[config.mk]
export PLATFORM = sky130hd
export DESIGN_NAME = tsb_queue
export DESIGN_NICKNAME = d
export VERILOG_FILES = /design/src/sv/tsb_pkg.sv /design/src/sv/tsb_queue.sv
export SDC_FILE = /design/constraint.sdc
export NUM_CORES = 1
export LEC_CHECK = 0
export ABC_AREA = 0
export BUFFER_PORTS_ARGS = -buffer_cell sky130_fd_sc_hd__clkbuf_2
export CAP_MARGIN = 0
export CORE_MARGIN = 2
export CORE_UTILIZATION = 50
export DETAILED_ROUTE_END_ITERATION = 16
export GPL_ROUTABILITY_DRIVEN = 1
export MAX_ROUTING_LAYER = met4
export PLACE_DENSITY = 0.79
export SYNTH_ARGS = -nofsm -noshare
export SYNTH_HDL_FRONTEND = slang
export SYNTH_SLANG_ARGS = --single-unit
[constraint.sdc]
create_clock -name i_clk -period 8 [get_ports i_clk]
set_clock_uncertainty 0.05 [all_clocks]
set_input_delay 0 -clock i_clk [delete_from_list [all_inputs] [get_ports i_clk]]
set_output_delay 0 -clock i_clk [all_outputs]
set_load 0.01 [all_outputs]
[src/sv/tsb_pkg.sv]
package tsb_pkg;

    localparam logic [1:0] K_WRITE = 2'd0;
    localparam logic [1:0] K_NEAR  = 2'd1;
    localparam logic [1:0] K_BILIN = 2'd2;

    localparam logic [1:0] CFG_TEX_WIDTH    = 2'd0;
    localparam logic [1:0] CFG_TEX_HEIGHT   = 2'd1;
    localparam logic [1:0] CFG_FILTER_MODE  = 2'd2;
    localparam logic [1:0] CFG_ADDRESS_MODE = 2'd3;

    localparam logic [1:0] AM_WRAP   = 2'd0;
    localparam logic [1:0] AM_MIRROR = 2'd1;

    localparam int WT_W  = 17;
    localparam int ACC_W = 25;

    typedef struct packed {
        logic [6:0] size_x;
        logic [6:0] size_y;
        logic       bilinear;
        logic [1:0] amode;
    } t_cfg;

    typedef struct packed {
        logic [1:0]            kind;
        logic [6:0]            x0;
        logic [6:0]            x1;
        logic [6:0]            y0;
        logic [6:0]            y1;
        logic [3:0][WT_W-1:0]  wt;
        logic [31:0]           data;
    } t_cmd;

endpackage

[src/sv/tsb_queue.sv]
module tsb_queue (
    input  logic          i_clk,
    input  logic          i_rst_n,
    input  logic          i_push,
    input  tsb_pkg::t_cmd i_data,
    input  logic          i_pop,
    output tsb_pkg::t_cmd o_data,
    output logic          o_full,
    output logic          o_empty
);
    tsb_pkg::t_cmd r_slot [2];
    logic          r_wr;
    logic          r_rd;
    logic [1:0]    r_cnt;

    always_ff @(posedge i_clk) begin
        if (!i_rst_n) begin
            r_wr  <= 1'b0;
            r_rd  <= 1'b0;
            r_cnt <= 2'd0;
        end else begin
            if (i_push) begin
                r_wr <= ~r_wr;
            end
            if (i_pop) begin
                r_rd <= ~r_rd;
            end
            r_cnt <= r_cnt + {1'b0, i_push} - {1'b0, i_pop};
        end
    end

    always_ff @(posedge i_clk) begin
        if (i_push) begin
            r_slot[r_wr] <= i_data;
        end
    end

    assign o_data  = r_slot[r_rd];
    assign o_full  = r_cnt[1];
    assign o_empty = (r_cnt == 2'd0);
endmodule

==> flow_summary.ini <==
[logic_synthesis]
seq_area_frac_synth_pct = 82.2
synth_cell_type_count = 14
synth_nets = 560
yosys_warnings = 0
async_reset_ff_share_pct = 0
avgSynthCellArea_um2 = 22.7
syn_area_um2 = 9630
synth-seq-cells = 265
yosysTopAreaCell = edfxtp_1
synth_top_area_share_pct = 81.1
syn_inst = 424
ys_top_cells_by_count = edfxtp_1, mux2_2, buf_6
ys.flop_type = edfxtp_1
synth_area_leaders = edfxtp_1, mux2_2, buf_6
synth.most_common_cell = edfxtp_1
synth_edf_count = 260

[cts]
post-cts-setup-buffer-count = 0
clock-root-buffer = clkbuf_16
ctsLongestPathBuffers = 3
path_clk_slew_ns = 0.07
clk_latency_ns = 0.51
cts_htree_levels = 1
cts_resized = 0
postCtsHoldBufs = 134
cts_tree = yes
clkSinkCount = 265
cts_made_buffers = 27

[worst_setup_path]
critical_path.endpoint_type = primary output
crit_path_cell_trace = buf_4 -> mux2_2 -> clkbuf_2
critPathRequiredTime_ns = 7.95
critPathTopFamily = buffers and inverters
critical_path_class = reg2out
critical_path_arrival_ns = 2.93
cpMaxStageDelayCell = dfxtp_4
cp-start-kind = register
critPathMaxStageDelay_ns = 0.89
crit_fanout = 66
rrSetupSlack_ns = 5.56
path_buf_inv = 2

[run]
maxCapViolCount = 0

[routing]
totalWireLength_um = 20700
ant_nets = 0
drc = 0
drt_pre_antenna_iters = 4
wl_per_cell_um = 19.0
vias_per_cell = 5.05
drtIter0Drc = 255
vias = 5523

[sta]
hold_ws_ns = 0.167
hold_viol_final = 0
min_period_ns = 2.98
finalSetupTns_ns = 0
post-route-period-util_pct = 37.3
max_freq_mhz = 335
tightest_slew_ns = 1.05
relSlewSlack_pct = 30.0
slew_viol_final = 0
setup_viol = 0
rsz0062_at_grt = false

[floorplanning]
start_util_pct = 51.3
fp.dieW_um = 143
ios = 266
row_count = 50
dieArea_um2 = 20400
core_um2 = 18800
die_y_um = 143

[layout]
fin_nets = 978
layout-drive-gt1-share_pct = 50.9
area_delta_synth_final_pct = 38.5

[placement]
gp_congestion = 0.764
port_buffers = 265

[power]
leakage_nw = 5.13
pwr_density_cell_nw_per_um2 = 239
ir_worst_vdd_mv = 0.164

[global_route]
overflow = 0
grt_pass1_vias = 6100
grt_max_degree = 79
grt_pass1_wl_um = 30700
grt_antenna_before_repair = 0
grt_usage_pct = 20.1

[worst_hold_path]
hold_path_class = in2reg

[run_status]
outcome = finished, final reports clean
[worst reg2reg max path, stage by stage, from the launching register on]
cell	delay [ns]
dfxtp_1	0.38
and2_4	0.77
buf_4	0.82
[final timing paths]
| check | cells after the start | from | endpoint |
|---|---|---|---|
| setup / recovery | 3 | register | o_data[64] |
| hold / removal | 2 | i_data[110] | r_slot[0][110] |
| setup reg to reg | 2 | r_wr | r_slot[1][80] |
| hold reg to reg | 2 | r_rd | r_rd |
[flip-flops by register name, indices dropped and copies added, names as in the netlist, named ones only]
register	count
r_wr	1
r_rd	1
r_cnt	2
r_slot	260
[power breakdown]
part           leakage, nW  internal, mW  total [mW]  switching (mW)
logic                 2.24         0.188       0.360           0.172
clock network        0.410         0.710        1.19           0.485
registers             2.48          1.61        1.64          0.0306
total                 5.13          2.50        3.19           0.687
[metrics by stage]
stage / power, mW / setup slack (ns) / instance area, µm² / instances / util (%)
after floorplan: 1.84 / 1.26 / 9630 / 424 / -
after global placement: 1.95 / 5.59 / 11200 / 913 / 59.4
after detailed placement: 1.97 / 5.49 / 11200 / 913 / 59.4
after CTS: 3.21 / 5.01 / 13300 / 1093 / 71.0
after global routing: 3.31 / 4.89 / 13300 / 1093 / 71.0
final: 3.19 / 5.02 / 13300 / 1094 / 71.0
[per-layer routing]
metal,up-vias,track usage (%),routed length (µm)
met5,-,-,0
met4,0,6.41,540
met3,44,3.99,1340
met2,242,36.6,11300
met1,2711,22.2,7610
li1,2526,-,-
[final cells by class]
type / count / area (µm²)
diodes: 1 / 2.50
clock buffers: 32 / 694
clock inverters: 14 / 141
fillers: 1135 / 5440
inverters: 2 / 7.51
multi-input cells: 143 / 1590
flip-flops and latches: 265 / 7910
well taps: 234 / 293
repair buffers: 403 / 2700
[cell families (layout without fill, tap and decap cells)]
logic type                 after synthesis  after routing  share of synthesized area (%)
AOI/OAI and AO/OA                        1              1                         0.0780
xor gates and xnor gates                 2              2                          0.325
adders and majority gates                2              2                          0.260
buffers and inverters                   16            451                           1.48
DFF                                    265            265                           82.2
muxes                                  130            130                           15.2
other                                    0              1                              0
and+or+nand+nor                          8              8                          0.494
[cell usage in the layout (no fill, tap or decap)]
cell type      netlist  layout
and2_1               4       3
and2_4               0       1
buf_4                1       4
bufinv_16            0       3
clkbuf_1             0       5
clkbuf_16            0      27
clkbuf_2             0     265
clkinv_1             0       6
clkinv_2             0       4
clkinv_4             0       1
dfxtp_1              5       4
dfxtp_4              0       1
diode_2              0       1
dlygate4sd3_1        0     134
edfxtp_1           260     260
ha_1                 2       2
inv_1                2       2
mux2_2             130     130
nor2_1               1       1
nor2b_1              3       2
nor2b_4              0       1
o21a_1               1       1
xnor3_1              1       1
xor2_1               1       1
(Power assumes the default switching activity.)
