### src/sv/tsb_pkg.sv
package tsb_pkg;

    localparam logic [1:0] K_WRITE = 2'd0;
    localparam logic [1:0] K_NEAR  = 2'd1;
    localparam logic [1:0] K_BILIN = 2'd2;

    localparam logic [1:0] CFG_TEX_WIDTH    = 2'd0;
    localparam logic [1:0] CFG_TEX_HEIGHT   = 2'd1;
    localparam logic [1:0] CFG_FILTER_MODE  = 2'd2;
    localparam logic [1:0] CFG_ADDRESS_MODE = 2'd3;

    localparam logic [1:0] AM_WRAP   = 2'd0;
    localparam logic [1:0] AM_MIRROR = 2'd1;

    localparam int WT_W  = 17;
    localparam int ACC_W = 25;

    typedef struct packed {
        logic [6:0] size_x;
        logic [6:0] size_y;
        logic       bilinear;
        logic [1:0] amode;
    } t_cfg;

    typedef struct packed {
        logic [1:0]            kind;
        logic [6:0]            x0;
        logic [6:0]            x1;
        logic [6:0]            y0;
        logic [6:0]            y1;
        logic [3:0][WT_W-1:0]  wt;
        logic [31:0]           data;
    } t_cmd;

endpackage

### src/sv/tsb_back.sv
module tsb_back #(
    parameter int MAX_SIZE = 64,
    parameter int ADDR_W   = 12
) (
    input  logic              i_clk,
    input  logic              i_rst_n,
    input  logic              i_empty,
    input  tsb_pkg::t_cmd     i_cmd,
    output logic              o_pop,
    output logic              o_ram_en,
    output logic              o_ram_we,
    output logic [ADDR_W-1:0] o_ram_addr,
    output logic [31:0]       o_ram_wdata,
    input  logic [31:0]       i_ram_rdata,
    output logic              o_strobe,
    output logic [7:0]        o_red,
    output logic [7:0]        o_green,
    output logic [7:0]        o_blue,
    output logic [7:0]        o_alpha
);
    localparam logic [1:0] B_IDLE = 2'd0;
    localparam logic [1:0] B_RD   = 2'd1;
    localparam logic [1:0] B_LAST = 2'd2;

    logic [1:0]                     r_state;
    logic [1:0]                     r_k;
    tsb_pkg::t_cmd                  r_cmd;
    logic [3:0][tsb_pkg::ACC_W-1:0] r_acc;
    logic                           r_strobe;
    logic [3:0][7:0]                r_out;
    logic [6:0]                     rx;
    logic [6:0]                     ry;
    logic [3:0][tsb_pkg::ACC_W-1:0] sum;
    logic [tsb_pkg::WT_W-1:0]       wsel;

    function automatic logic [ADDR_W-1:0] addr_of(input logic [6:0] x, input logic [6:0] y);
        return ADDR_W'(int'(y) * MAX_SIZE + int'(x));
    endfunction

    assign rx   = r_k[0] ? r_cmd.x1 : r_cmd.x0;
    assign ry   = r_k[1] ? r_cmd.y1 : r_cmd.y0;
    assign wsel = (r_state == B_LAST) ? r_cmd.wt[3] : r_cmd.wt[r_k - 2'd1];

    always_comb begin
        for (int c = 0; c < 4; c++) begin
            sum[c] = r_acc[c] + tsb_pkg::ACC_W'(i_ram_rdata[8*c +: 8] * wsel);
        end
    end

    assign o_pop = (r_state == B_IDLE) && !i_empty;

    always_comb begin
        o_ram_en    = 1'b0;
        o_ram_we    = 1'b0;
        o_ram_addr  = addr_of(rx, ry);
        o_ram_wdata = i_cmd.data;
        if (o_pop && i_cmd.kind == tsb_pkg::K_WRITE) begin
            o_ram_en   = 1'b1;
            o_ram_we   = 1'b1;
            o_ram_addr = addr_of(i_cmd.x0, i_cmd.y0);
        end else if (r_state == B_RD) begin
            o_ram_en = 1'b1;
        end
    end

    always_ff @(posedge i_clk) begin
        if (!i_rst_n) begin
            r_state  <= B_IDLE;
            r_strobe <= 1'b0;
            r_k      <= 2'd0;
        end else begin
            r_strobe <= 1'b0;
            unique case (r_state)
                B_IDLE: begin
                    r_k <= 2'd0;
                    if (o_pop && i_cmd.kind != tsb_pkg::K_WRITE) begin
                        r_state <= B_RD;
                    end
                end
                B_RD: begin
                    r_k <= r_k + 2'd1;
                    if (r_cmd.kind == tsb_pkg::K_NEAR || r_k == 2'd3) begin
                        r_state <= B_LAST;
                    end
                end
                B_LAST: begin
                    r_strobe <= 1'b1;
                    r_state  <= B_IDLE;
                end
                default: r_state <= B_IDLE;
            endcase
        end
    end

    always_ff @(posedge i_clk) begin
        if (o_pop) begin
            r_cmd <= i_cmd;
            for (int c = 0; c < 4; c++) begin
                r_acc[c] <= tsb_pkg::ACC_W'(32768);
            end
        end
        if (r_state == B_RD && r_k != 2'd0) begin
            r_acc <= sum;
        end
        if (r_state == B_LAST) begin
            for (int c = 0; c < 4; c++) begin
                r_out[c] <= (r_cmd.kind == tsb_pkg::K_NEAR) ? i_ram_rdata[8*c +: 8]
                                                            : sum[c][23:16];
            end
        end
    end

    assign o_strobe = r_strobe;
    assign o_red    = r_out[0];
    assign o_green  = r_out[1];
    assign o_blue   = r_out[2];
    assign o_alpha  = r_out[3];
endmodule
### config.mk
export PLATFORM = sky130hd
export DESIGN_NAME = tsb_back
export DESIGN_NICKNAME = d
export VERILOG_FILES = /design/src/sv/tsb_pkg.sv /design/src/sv/tsb_back.sv
export SDC_FILE = /design/constraint.sdc
export NUM_CORES = 2
export LEC_CHECK = 0
export BUFFER_PORTS_ARGS = -buffer_cell sky130_fd_sc_hd__buf_2
export CAP_MARGIN = 20
export CORE_ASPECT_RATIO = 1.1
export CORE_UTILIZATION = 63
export CTS_CLUSTER_SIZE = 24
export DETAILED_ROUTE_END_ITERATION = 10
export PLACE_DENSITY = 0.83
export SLEW_MARGIN = 20
export SYNTH_ARGS = -nofsm -noshare
export SYNTH_HDL_FRONTEND = slang
export SYNTH_SLANG_ARGS = --single-unit
### constraint.sdc
create_clock -name i_clk -period 7.8 [get_ports i_clk]
set_clock_uncertainty 0.15 [all_clocks]
set_input_delay 1.17 -clock i_clk [delete_from_list [all_inputs] [get_ports i_clk]]
set_output_delay 1.17 -clock i_clk [all_outputs]
set_load 0.01 [all_outputs]
==> impl_metrics.tcl <==
set metrics [dict create \
    place.gp.congestion 0.895 \
    layout_commonest_cell "inv_1" \
    status "completed" \
    dr.pass1.iters 5 \
    postCtsHoldBufs 0 \
    drcViolationCount 0 \
    cp-end-kind "flop" \
    crit_family "adder cells" \
    finalSetupTns_ns 0 \
    critPathBufInv 5 \
    maxCapViolCount 0 \
    finalWirelength_um 66200 \
    start_util_pct 64.0 \
    avgSynthCellArea_sq_um 9.59 \
    synth_area_sq_um 28600 \
    critPathMaxFanout 30 \
    synth_top_flop_cell "edfxtp_1" \
    io_buffers 178 \
    synth_top_cell_by_area "fa_1" \
    layout-drive-gt1-share_pct 9.76 \
    setup_viol 0 \
    vias_per_cell 5.62 \
    num_rows 81 \
    worst-endpoint-arrival_ns 7.56 \
    synth.net_count 3761 \
    ant_nets 0 \
    io_pins 245 \
    r2r_start "r_k[1]" \
    ys_warn_count 0 \
    worstPathCellList "inv_1 > ha_2 > buf_12 > mux2i_1 > nand2_1 > o21ai_0 > a21oi_2 > nand2_1 > fa_1 > inv_1 > fa_1 > fa_1 > inv_1 > fa_1 > inv_1 > ha_1 > and3_1 > a221oi_1 > nor2_1 > a211o_1 > a21oi_1 > xor2_1 > a21oi_1" \
    crit_type "flop to flop" \
    cts_max_level 1 \
    cts_tree "yes" \
    grt_pass1_vias 22700 \
    netlist_instances 2978 \
    worstPathRequired_ns 7.91 \
    setup.worst_path.start "r_k[1]" \
    grt_max_degree 95 \
    cts_buffer_depth 3 \
    crit_slowest_cell "a21oi_2" \
    die_w_um 205 \
    die_area_sq_um 46200 \
    fin_crit_sh_pct 95.6 \
    tightest_slew_ns 1.06 \
    cts_setup_buffers 0 \
    antenna_found_initial 2 \
    final_cell_mix "inv_1 (677), fa_1 (448), and2_1 (386)" \
    grt-ovfl-total 0 \
    nets 3847 \
    synth_edf_count 224 \
    core-area_sq_um 44600 \
    clk_latency_ns 0.57 \
    drt-wirelength-per-cell_um 18.1 \
    period_minus_slack_ns 7.45 \
    cts.clk_slew.worst_paths_ns 0.06 \
    n_antenna_cell 0 \
    drv_slew 0 \
    hpwl_um 48400 \
    clock_tree.root_cell "clkbuf_16" \
    yosys.cell_types.count 65 \
    min_path_type "flop to flop" \
    min-delay-start "r_acc[50]" \
    yosys-top-cells-area "fa_1 (31%), edfxtp_1 (24%), inv_1 (8.9%)" \
    cts_sinks 229 \
    ys_seq_area_share_pct 23.9 \
    cts_inserted_buffers 27 \
    start_kind "flop" \
    grt_first_pass_wirelength_um 111000 \
    max_stage_delay_ns 0.79 \
    synth_async_sr_flop_share_pct 0 \
    fmax_ghz 0.134 \
    area.growth.synth_to_final_pct 7.63 \
    slew_headroom_pct 29.5 \
    yosys.area.top_type_share_pct 31.4 \
    rsz0062_at_grt "no" \
    vias 20600 \
    ys_seq_elements 229 \
    die_height_um 225 \
    grt_usage_pct 30.5 \
    cts_resized 0 \
    hold_violations 0 \
    dr.first_iter.drc_count 1314 \
]
==> final timing paths <==
kind / end / slack (ns) / depth (start not counted)
setup / recovery: o_blue[6] / 0.35 / 23
hold / removal: r_acc[50] / 0.51 / 2
setup reg to reg: o_blue[6] / 0.35 / 23
hold reg to reg: r_acc[50] / 0.51 / 2
==> state kept, by name, summed over array words and instances, names as in the netlist <==
register and flops:
o_red 8, r_state 2, o_blue 8, r_cmd 96, o_strobe 1, r_k 2, o_green 8, o_alpha 8
r_acc 96
==> stage by stage <==
stage	instances	instance area, sq um	hold slack (ns)	util (%)	worst slack, ns
global route	3665	30700	0.532	68.9	0.0220
global placement	3616	29800	0.423	66.9	0.623
floorplan	2978	28600	0.407	-	1.00
finish	3665	30700	0.506	68.9	0.346
CTS	3665	30700	0.505	68.9	0.447
detailed placement	3616	29800	0.477	66.9	0.468
==> cell usage after synthesis (3+ instances only) <==
cell / count
mux2i_1: 25
edfxtp_1: 224
buf_2: 15
a31oi_1: 12
a211oi_1: 9
and3_1: 11
nand3_1: 17
dfxtp_1: 5
nor3b_1: 3
xnor2_1: 51
fa_1: 448
a211o_1: 4
nand3b_1: 4
nand4_1: 5
o21a_1: 13
mux2_2: 7
nand2_1: 278
o21ai_0: 95
a21oi_1: 75
buf_4: 33
nor3_1: 20
nor2_1: 135
o21bai_1: 5
ha_1: 170
o31a_1: 4
or3_1: 3
clkbuf_1: 101
or2_2: 4
xor2_1: 34
nor2b_1: 16
inv_1: 678
a21o_1: 16
nand2b_1: 14
o211ai_1: 5
a211oi_2: 3
o31ai_1: 6
buf_1: 8
o21ai_1: 4
and2_1: 386
==> worst reg2reg max path: cells and delay by family (launching register included) <==
kind            cells  cell delay (ns)
simple gates        4             0.64
fa+ha+maj           6             2.95
flops               1             0.60
compound gates      6             2.00
buf+inv             5             0.47
mux                 1             0.11
xor+xnor            1             0.23
==> cell type report <==
class | count | area (sq um)
flip-flops and latches | 229 | 6830
repair buffers | 214 | 1190
inverters | 680 | 2550
clock buffers | 30 | 687
fillers | 3262 | 13900
well taps | 581 | 727
multi-input cells | 1912 | 18500
clock inverters | 19 | 223
==> cell families after synthesis <==
kind of cell / after synthesis / share of synthesized area, %
AOI/OAI and AO/OA: 275 / 5.94
xor gates and xnor gates: 85 / 2.61
adders and majority gates: 618 / 38.9
buffers and inverters: 837 / 11.5
DFF: 229 / 23.9
muxes: 32 / 1.15
and+or+nand+nor: 902 / 16.0
==> layer usage <==
layer / vias up / track usage [%] / wire, um
li1: 9203 / - / -
met1: 10300 / 38.1 / 25500
met2: 851 / 53.1 / 33500
met3: 183 / 5.74 / 5010
met4: 2 / 10.6 / 2170
met5: - / 0 / 13
Power is not shown: default switching activity piles up to over one toggle a cycle in this logic, so the estimate is an artifact.
