`src/sv/tsb_pkg.sv`:
```
package tsb_pkg;

    localparam logic [1:0] K_WRITE = 2'd0;
    localparam logic [1:0] K_NEAR  = 2'd1;
    localparam logic [1:0] K_BILIN = 2'd2;

    localparam logic [1:0] CFG_TEX_WIDTH    = 2'd0;
    localparam logic [1:0] CFG_TEX_HEIGHT   = 2'd1;
    localparam logic [1:0] CFG_FILTER_MODE  = 2'd2;
    localparam logic [1:0] CFG_ADDRESS_MODE = 2'd3;

    localparam logic [1:0] AM_WRAP   = 2'd0;
    localparam logic [1:0] AM_MIRROR = 2'd1;

    localparam int WT_W  = 17;
    localparam int ACC_W = 25;

    typedef struct packed {
        logic [6:0] size_x;
        logic [6:0] size_y;
        logic       bilinear;
        logic [1:0] amode;
    } t_cfg;

    typedef struct packed {
        logic [1:0]            kind;
        logic [6:0]            x0;
        logic [6:0]            x1;
        logic [6:0]            y0;
        logic [6:0]            y1;
        logic [3:0][WT_W-1:0]  wt;
        logic [31:0]           data;
    } t_cmd;

endpackage

```
`src/sv/tsb_front.sv`:
```
module tsb_front #(
    parameter int MAX_SIZE = 64
) (
    input  logic          i_clk,
    input  logic          i_rst_n,
    input  tsb_pkg::t_cfg i_cfg,
    input  logic          i_start,
    input  logic          i_op,
    input  logic [19:0]   i_u_coord,
    input  logic [19:0]   i_v_coord,
    input  logic [5:0]    i_texel_col,
    input  logic [5:0]    i_texel_row,
    input  logic [31:0]   i_texel_value,
    output logic          o_busy,
    input  logic          i_full,
    output logic          o_push,
    output tsb_pkg::t_cmd o_cmd
);
    localparam logic [1:0] S_IDLE = 2'd0;
    localparam logic [1:0] S_MUL  = 2'd1;
    localparam logic [1:0] S_DIV  = 2'd2;
    localparam logic [1:0] S_PUSH = 2'd3;
    localparam logic [3:0] LAST_BIT = 4'd10;

    logic [1:0]         r_state;
    logic [3:0]         r_cnt;
    logic signed [19:0] r_u;
    logic signed [19:0] r_v;
    logic signed [26:0] r_su;
    logic signed [26:0] r_sv;
    logic [7:0]         r_rx;
    logic [7:0]         r_ry;
    tsb_pkg::t_cmd      r_wcmd;
    logic               r_is_write;

    logic [7:0]         mod_x;
    logic [7:0]         mod_y;
    logic signed [10:0] nx;
    logic signed [10:0] ny;
    logic [10:0]        mag_x;
    logic [10:0]        mag_y;
    logic [7:0]         n_rx;
    logic [7:0]         n_ry;
    tsb_pkg::t_cmd      scmd;

    function automatic logic [7:0] rem_step(input logic [7:0] rem, input logic b,
                                            input logic [7:0] m);
        logic [8:0] t;
        t = {rem, b};
        return (t >= {1'b0, m}) ? 8'(t - {1'b0, m}) : t[7:0];
    endfunction

    function automatic logic [7:0] fix_neg(input logic [7:0] r, input logic neg,
                                           input logic [7:0] m);
        return (neg && r != 8'd0) ? m - r : r;
    endfunction

    function automatic logic [7:0] inc_mod(input logic [7:0] r, input logic [7:0] m);
        return (r + 8'd1 == m) ? 8'd0 : r + 8'd1;
    endfunction

    function automatic logic [6:0] fold(input logic [7:0] m, input logic [6:0] s);
        return (m < {1'b0, s}) ? m[6:0] : 7'({s, 1'b0} - 8'd1 - m);
    endfunction

    function automatic logic [6:0] clamp(input logic signed [11:0] n, input logic [6:0] s);
        if (n < 0) begin
            return 7'd0;
        end else if (n >= $signed({5'b0, s})) begin
            return s - 7'd1;
        end
        return n[6:0];
    endfunction

    function automatic logic [13:0] axis(input logic signed [10:0] n, input logic [7:0] r,
                                         input logic [6:0] s, input logic [1:0] am);
        logic [7:0]         m;
        logic [7:0]         r1;
        logic signed [11:0] n0;
        m  = (am == tsb_pkg::AM_MIRROR) ? {s, 1'b0} : {1'b0, s};
        r1 = inc_mod(r, m);
        n0 = {n[10], n};
        unique case (am)
            tsb_pkg::AM_WRAP:   return {r1[6:0], r[6:0]};
            tsb_pkg::AM_MIRROR: return {fold(r1, s), fold(r, s)};
            default:            return {clamp(n0 + 12'sd1, s), clamp(n0, s)};
        endcase
    endfunction

    function automatic logic [tsb_pkg::WT_W-1:0] wmul(input logic [8:0] a, input logic [8:0] b);
        logic [17:0] p;
        p = a * b;
        return p[tsb_pkg::WT_W-1:0];
    endfunction

    assign nx    = r_su[26:16];
    assign ny    = r_sv[26:16];
    assign mag_x = nx[10] ? 11'(-nx) : 11'(nx);
    assign mag_y = ny[10] ? 11'(-ny) : 11'(ny);
    assign mod_x = (i_cfg.amode == tsb_pkg::AM_MIRROR) ? {i_cfg.size_x, 1'b0}
                                                       : {1'b0, i_cfg.size_x};
    assign mod_y = (i_cfg.amode == tsb_pkg::AM_MIRROR) ? {i_cfg.size_y, 1'b0}
                                                       : {1'b0, i_cfg.size_y};
    assign n_rx  = rem_step(r_rx, mag_x[LAST_BIT - r_cnt], mod_x);
    assign n_ry  = rem_step(r_ry, mag_y[LAST_BIT - r_cnt], mod_y);

    always_comb begin
        logic [8:0]  fx;
        logic [8:0]  fy;
        logic [13:0] ax;
        logic [13:0] ay;
        fx = {1'b0, r_su[15:8]};
        fy = {1'b0, r_sv[15:8]};
        ax = axis(nx, fix_neg(r_rx, nx[10], mod_x), i_cfg.size_x, i_cfg.amode);
        ay = axis(ny, fix_neg(r_ry, ny[10], mod_y), i_cfg.size_y, i_cfg.amode);
        scmd.kind  = i_cfg.bilinear ? tsb_pkg::K_BILIN : tsb_pkg::K_NEAR;
        scmd.x0    = ax[6:0];
        scmd.x1    = ax[13:7];
        scmd.y0    = ay[6:0];
        scmd.y1    = ay[13:7];
        scmd.wt[0] = wmul(9'd256 - fx, 9'd256 - fy);
        scmd.wt[1] = wmul(fx, 9'd256 - fy);
        scmd.wt[2] = wmul(9'd256 - fx, fy);
        scmd.wt[3] = wmul(fx, fy);
        scmd.data  = '0;
    end

    always_ff @(posedge i_clk) begin
        if (!i_rst_n) begin
            r_state <= S_IDLE;
            r_cnt   <= 4'd0;
        end else begin
            unique case (r_state)
                S_IDLE: begin
                    if (i_start) begin
                        if (!i_op) begin
                            // drop writes that fall outside the store
                            if (int'(i_texel_col) < MAX_SIZE && int'(i_texel_row) < MAX_SIZE)
                            begin
                                r_state <= S_PUSH;
                            end
                        end else begin
                            r_state <= S_MUL;
                        end
                    end
                end
                S_MUL: begin
                    r_cnt   <= 4'd0;
                    r_state <= S_DIV;
                end
                S_DIV: begin
                    r_cnt <= r_cnt + 4'd1;
                    if (r_cnt == LAST_BIT) begin
                        r_state <= S_PUSH;
                    end
                end
                S_PUSH: begin
                    if (!i_full) begin
                        r_state <= S_IDLE;
                    end
                end
                default: r_state <= S_IDLE;
            endcase
        end
    end

    always_ff @(posedge i_clk) begin
        if (r_state == S_IDLE && i_start) begin
            r_is_write    <= !i_op;
            r_u           <= i_u_coord;
            r_v           <= i_v_coord;
            r_wcmd.kind   <= tsb_pkg::K_WRITE;
            r_wcmd.x0     <= {1'b0, i_texel_col};
            r_wcmd.y0     <= {1'b0, i_texel_row};
            r_wcmd.x1     <= '0;
            r_wcmd.y1     <= '0;
            r_wcmd.wt     <= '0;
            r_wcmd.data   <= i_texel_value;
        end
        if (r_state == S_MUL) begin
            // step back half a texel before flooring when filtering
            r_su <= 27'(r_u * $signed({1'b0, i_cfg.size_x}))
                    - (i_cfg.bilinear ? 27'sd32768 : 27'sd0);
            r_sv <= 27'(r_v * $signed({1'b0, i_cfg.size_y}))
                    - (i_cfg.bilinear ? 27'sd32768 : 27'sd0);
            r_rx <= 8'd0;
            r_ry <= 8'd0;
        end
        if (r_state == S_DIV) begin
            r_rx <= n_rx;
            r_ry <= n_ry;
        end
    end

    assign o_busy = (r_state != S_IDLE);
    assign o_push = (r_state == S_PUSH) && !i_full;
    assign o_cmd  = r_is_write ? r_wcmd : scmd;
endmodule

```
`config.mk`:
```
export PLATFORM = sky130hd
export DESIGN_NAME = tsb_front
export DESIGN_NICKNAME = d
export VERILOG_FILES = /design/src/sv/tsb_pkg.sv /design/src/sv/tsb_front.sv
export SDC_FILE = /design/constraint.sdc
export NUM_CORES = 2
export LEC_CHECK = 0
export ABC_CLOCK_PERIOD_IN_PS = 11220
export BUFFER_PORTS_ARGS = -buffer_cell sky130_fd_sc_hd__buf_2
export CAP_MARGIN = 20
export CORE_MARGIN = 1.5
export CORE_UTILIZATION = 65
export DETAILED_ROUTE_END_ITERATION = 16
export PLACE_DENSITY = 0.85
export SLEW_MARGIN = 15
export SYNTH_ARGS = -nofsm -noshare
export SYNTH_HDL_FRONTEND = slang
export SYNTH_SLANG_ARGS = --single-unit
```
`constraint.sdc`:
```
create_clock -name i_clk -period 11.22 [get_ports i_clk]
set_input_delay 1.122 -clock i_clk [delete_from_list [all_inputs] [get_ports i_clk]]
set_output_delay 1.122 -clock i_clk [all_outputs]
set_load 0.05 [all_outputs]
```
==> metrics.csv <==
stage;metric;value;unit
clock_network;clock latency on the worst-skew pair;0.47;ns
layout;ant diodes;0;
synthesis;largest family of logic cells by synthesized area;adder cells;
floorplan;Boundary Pins;238;
floorplan;Die Wd;218;um
synthesis;FF+latch count, synth;145;
timing;Tmin final;8.74;ns
detailed_routing;WL/cell;17.0;um
clock_network;CTS resizes;0;
layout;register area;0.00429;mm^2
timing;fin crit share;0.779;
timing;hold_ws;0.570;ns
synthesis;post-synthesis cell count;3396;
placed_design;GP Congestion;0.962;
worst_setup_path;FF-to-FF Start;r_v[5];
run_status;outcome;completed;
global_route;vias in the first global route;24479;
layout;Area Overhead vs Synth;7.27;%
global_route;initial antenna violation count;0;
worst_setup_path;CP Launch Point;i_cfg[0];
detailed_routing;DR vias;23843;
timing;setup tns final;0;ns
worst_setup_path;crit path launch type;input port;
clock_network;post-CTS setup buffers;0;
synthesis;XOR/XNOR Fraction of Synth Area;0.0620;
timing;Final Hold Vio Count;0;
timing;Max Slew Vio Count;0;
layout;number of fill cells;3398;
clock_network;CTS buffer count;17;
placed_design;Place WS;2.69;ns
synthesis;Mapped Area;0.0301;mm^2
timing;Final WS setup;2.48;ns
synthesis;Syn Area/Cell;8.87;um^2
floorplan;die footprint;0.0477;mm^2
detailed_routing;number of routed nets with antenna violations;0;
placed_design;Post-DP HPWL;55.3;mm
global_route;largest net degree at the start of global routing;94;
synthesis;post-synthesis mux area share;0.0147;
timing;clock skew;0.0149;ns
detailed_routing;Initial DRC Count;1663;
clock_network;H-tree depth;4;
layout;Multi-input gate area;0.0228;mm^2
synthesis;Main synth FF type;edfxtp_1;
synthesis;register area share after synthesis;0.143;
layout;NumNets Final;4386;
worst_setup_path;Setup crit end kind;primary output;
timing;Achievable Freq;114;MHz
clock_network;Num Clock Sinks;145;
floorplan;Die Height;218;um
worst_setup_path;CP arrival;7.61;ns
placed_design;Placed Area;0.0317;mm^2
worst_hold_path;hold path startpoint;r_state[0];
global_route;first-pass GRT wire length;118;mm
clock_network;Max clock buf depth;2;
worst_setup_path;Req. time, crit path;10.10;ns
global_route;GRT Overall Usage;0.310;
synthesis;EDFF count, synth;139;
detailed_routing;routed wire length;70.6;mm
detailed_routing;DRC viols;0;
clock_network;Hold-fix buffers, CTS;0;
worst_setup_path;WS Path Type;in2out;
clock_network;CTS tree;done;
clock_network;clock-pin slew on the worst setup and hold paths;0.07;ns
synthesis;ys async rst share;0;
synthesis;post-synth cell types;99;
detailed_routing;DRT Pass-1 Iters;5;
synthesis;Net Count, Synth;4238;
synthesis;Adder-Cell Fraction of Synth Area;0.411;
floorplan;Starting Density;0.661;
placed_design;# port buffers;236;
floorplan;core area;0.0456;mm^2
synthesis;Synth Area in Simple Gates;0.172;
synthesis;Synth Area in Compound Gates;0.0989;
synthesis;yosys warns;0;
timing;Rel. slew slack;0.299;
layout;Finished Cell Area;0.0323;mm^2
timing;final number of setup-violating endpoints;0;
run;MaxCap Viol Count;0;
detailed_routing;Vias/cell;5.74;
global_route;GRT overflow;0;
layout;share of post-route cells with drive strength above 1;0.0973;
floorplan;Rows;78;
worst_setup_path;worst-path fanout max;25;
timing;RSZ-0062 raised after global routing;false;
timing;Slew @ Worst Pin;1.05;ns
clock_network;Root Buffer;clkbuf_16;
worst_hold_path;Hold WC Path Type;reg2reg;
## per-stage QoR
step	cells	utilization
after global routing	4157	0.709
after floorplan	3396	-
after global placement	4123	0.696
final	4157	0.709
after detailed placement	4123	0.696
after CTS	4155	0.709
## registers in the layout (all words and copies together), names as in the netlist
name and cells:
r_u 20, r_state 2, r_rx 8, r_v 20, r_ry 8, r_cnt 4
r_is_write 1, r_sv 19, r_wcmd 44, r_su 19
## critical path: stages
cell      delay, ns
buf_2          0.21
nor2b_1        0.16
buf_4          0.27
mux2i_1        0.59
inv_1          0.10
ha_1           0.28
nor2b_1        0.15
o31ai_2        0.35
a21boi_0       0.21
o32ai_2        0.44
inv_2          0.12
nor3_1         0.37
xnor2_1        0.20
nand3_2        0.21
nor2_1         0.30
nor3_1         0.14
ha_1           0.31
o21ai_0        0.09
a2111o_1       0.36
a211oi_1       0.30
o21a_1         0.39
mux2_1         0.38
a211oi_1       0.23
buf_2          0.30
## cells by family (layout without fill, tap and decap cells)
| group | after synthesis | count (layout) |
|---|---|---|
| and+or+nand+nor | 1049 | 1049 |
| buffers and inverters | 789 | 950 |
| adders and majority gates | 736 | 736 |
| AOI/OAI and AO/OA | 433 | 433 |
| xor gates and xnor gates | 203 | 203 |
| DFF | 145 | 145 |
| muxes | 40 | 40 |
| other | 1 | 1 |
## area by class of cell
| type | instances | share of cell area |
|---|---|---|
| clock buffers | 17 | 0.0132 |
| clock inverters | 15 | 0.00453 |
| inverters | 655 | 0.0761 |
| multi-input cells | 2462 | 0.707 |
| flip-flops and latches | 145 | 0.133 |
| well taps | 600 | 0.0232 |
| repair buffers | 263 | 0.0431 |
## path summary, 6_finish.rpt
| check | cells past startpoint | slack (ns) | to |
|---|---|---|---|
| setup / recovery | 24 | 2.48 | o_cmd[115] |
| setup reg to reg | 18 | 5.15 | r_sv[26] |
| hold / removal | 2 | 0.57 | r_state[0] |
| hold reg to reg | 2 | 0.57 | r_state[0] |
## cells in the mapped netlist, drive strengths merged (35+ instances only)
| library cell | count | area, um^2 |
|---|---|---|
| inv | 653 | 2450 |
| fa | 421 | 8430 |
| nand2 | 363 | 1360 |
| ha | 315 | 3940 |
| and2 | 275 | 1720 |
| nor2 | 202 | 761 |
| xnor2 | 149 | 1310 |
| edfxtp | 139 | 4170 |
| a21oi | 120 | 604 |
| clkbuf | 105 | 394 |
| o21ai | 70 | 365 |
| xor2 | 49 | 444 |
| a21o | 45 | 338 |
| nor2b | 41 | 264 |
| a211oi | 39 | 293 |
| nor3 | 36 | 185 |
| o21bai | 35 | 263 |
## metal layers
metal / track usage / share of wire / vias to the layer above
met5: 0 / 0 / -
met4: 0.124 / 0.035 / 0
met3: 0.0516 / 0.071 / 196
met2: 0.540 / 0.49 / 967
met1: 0.382 / 0.40 / 11623
li1: - / - / 11057
## cell usage in the layout, fill, tap and decap left out, types with 10 or more instances in the layout
master / Yosys / final
inv_1: 650 / 650
fa_1: 421 / 421
nand2_1: 363 / 363
ha_1: 315 / 314
and2_1: 275 / 275
buf_2: 8 / 237
nor2_1: 201 / 200
xnor2_1: 148 / 148
edfxtp_1: 139 / 139
a21oi_1: 119 / 119
o21ai_0: 66 / 66
xor2_1: 47 / 47
a21o_1: 45 / 45
nor2b_1: 40 / 40
a211oi_1: 39 / 39
o21bai_1: 35 / 35
nor3_1: 35 / 35
mux2i_1: 34 / 34
nand3_1: 32 / 32
o21a_1: 31 / 31
nand2b_1: 27 / 27
buf_4: 4 / 25
clkbuf_16: 0 / 17
nand4_1: 12 / 12
and3_1: 12 / 12
o211ai_1: 12 / 12
or3_1: 10 / 10
a31oi_1: 10 / 10
Power is not shown: default switching activity piles up to over one toggle a cycle in this logic, so the estimate is an artifact.
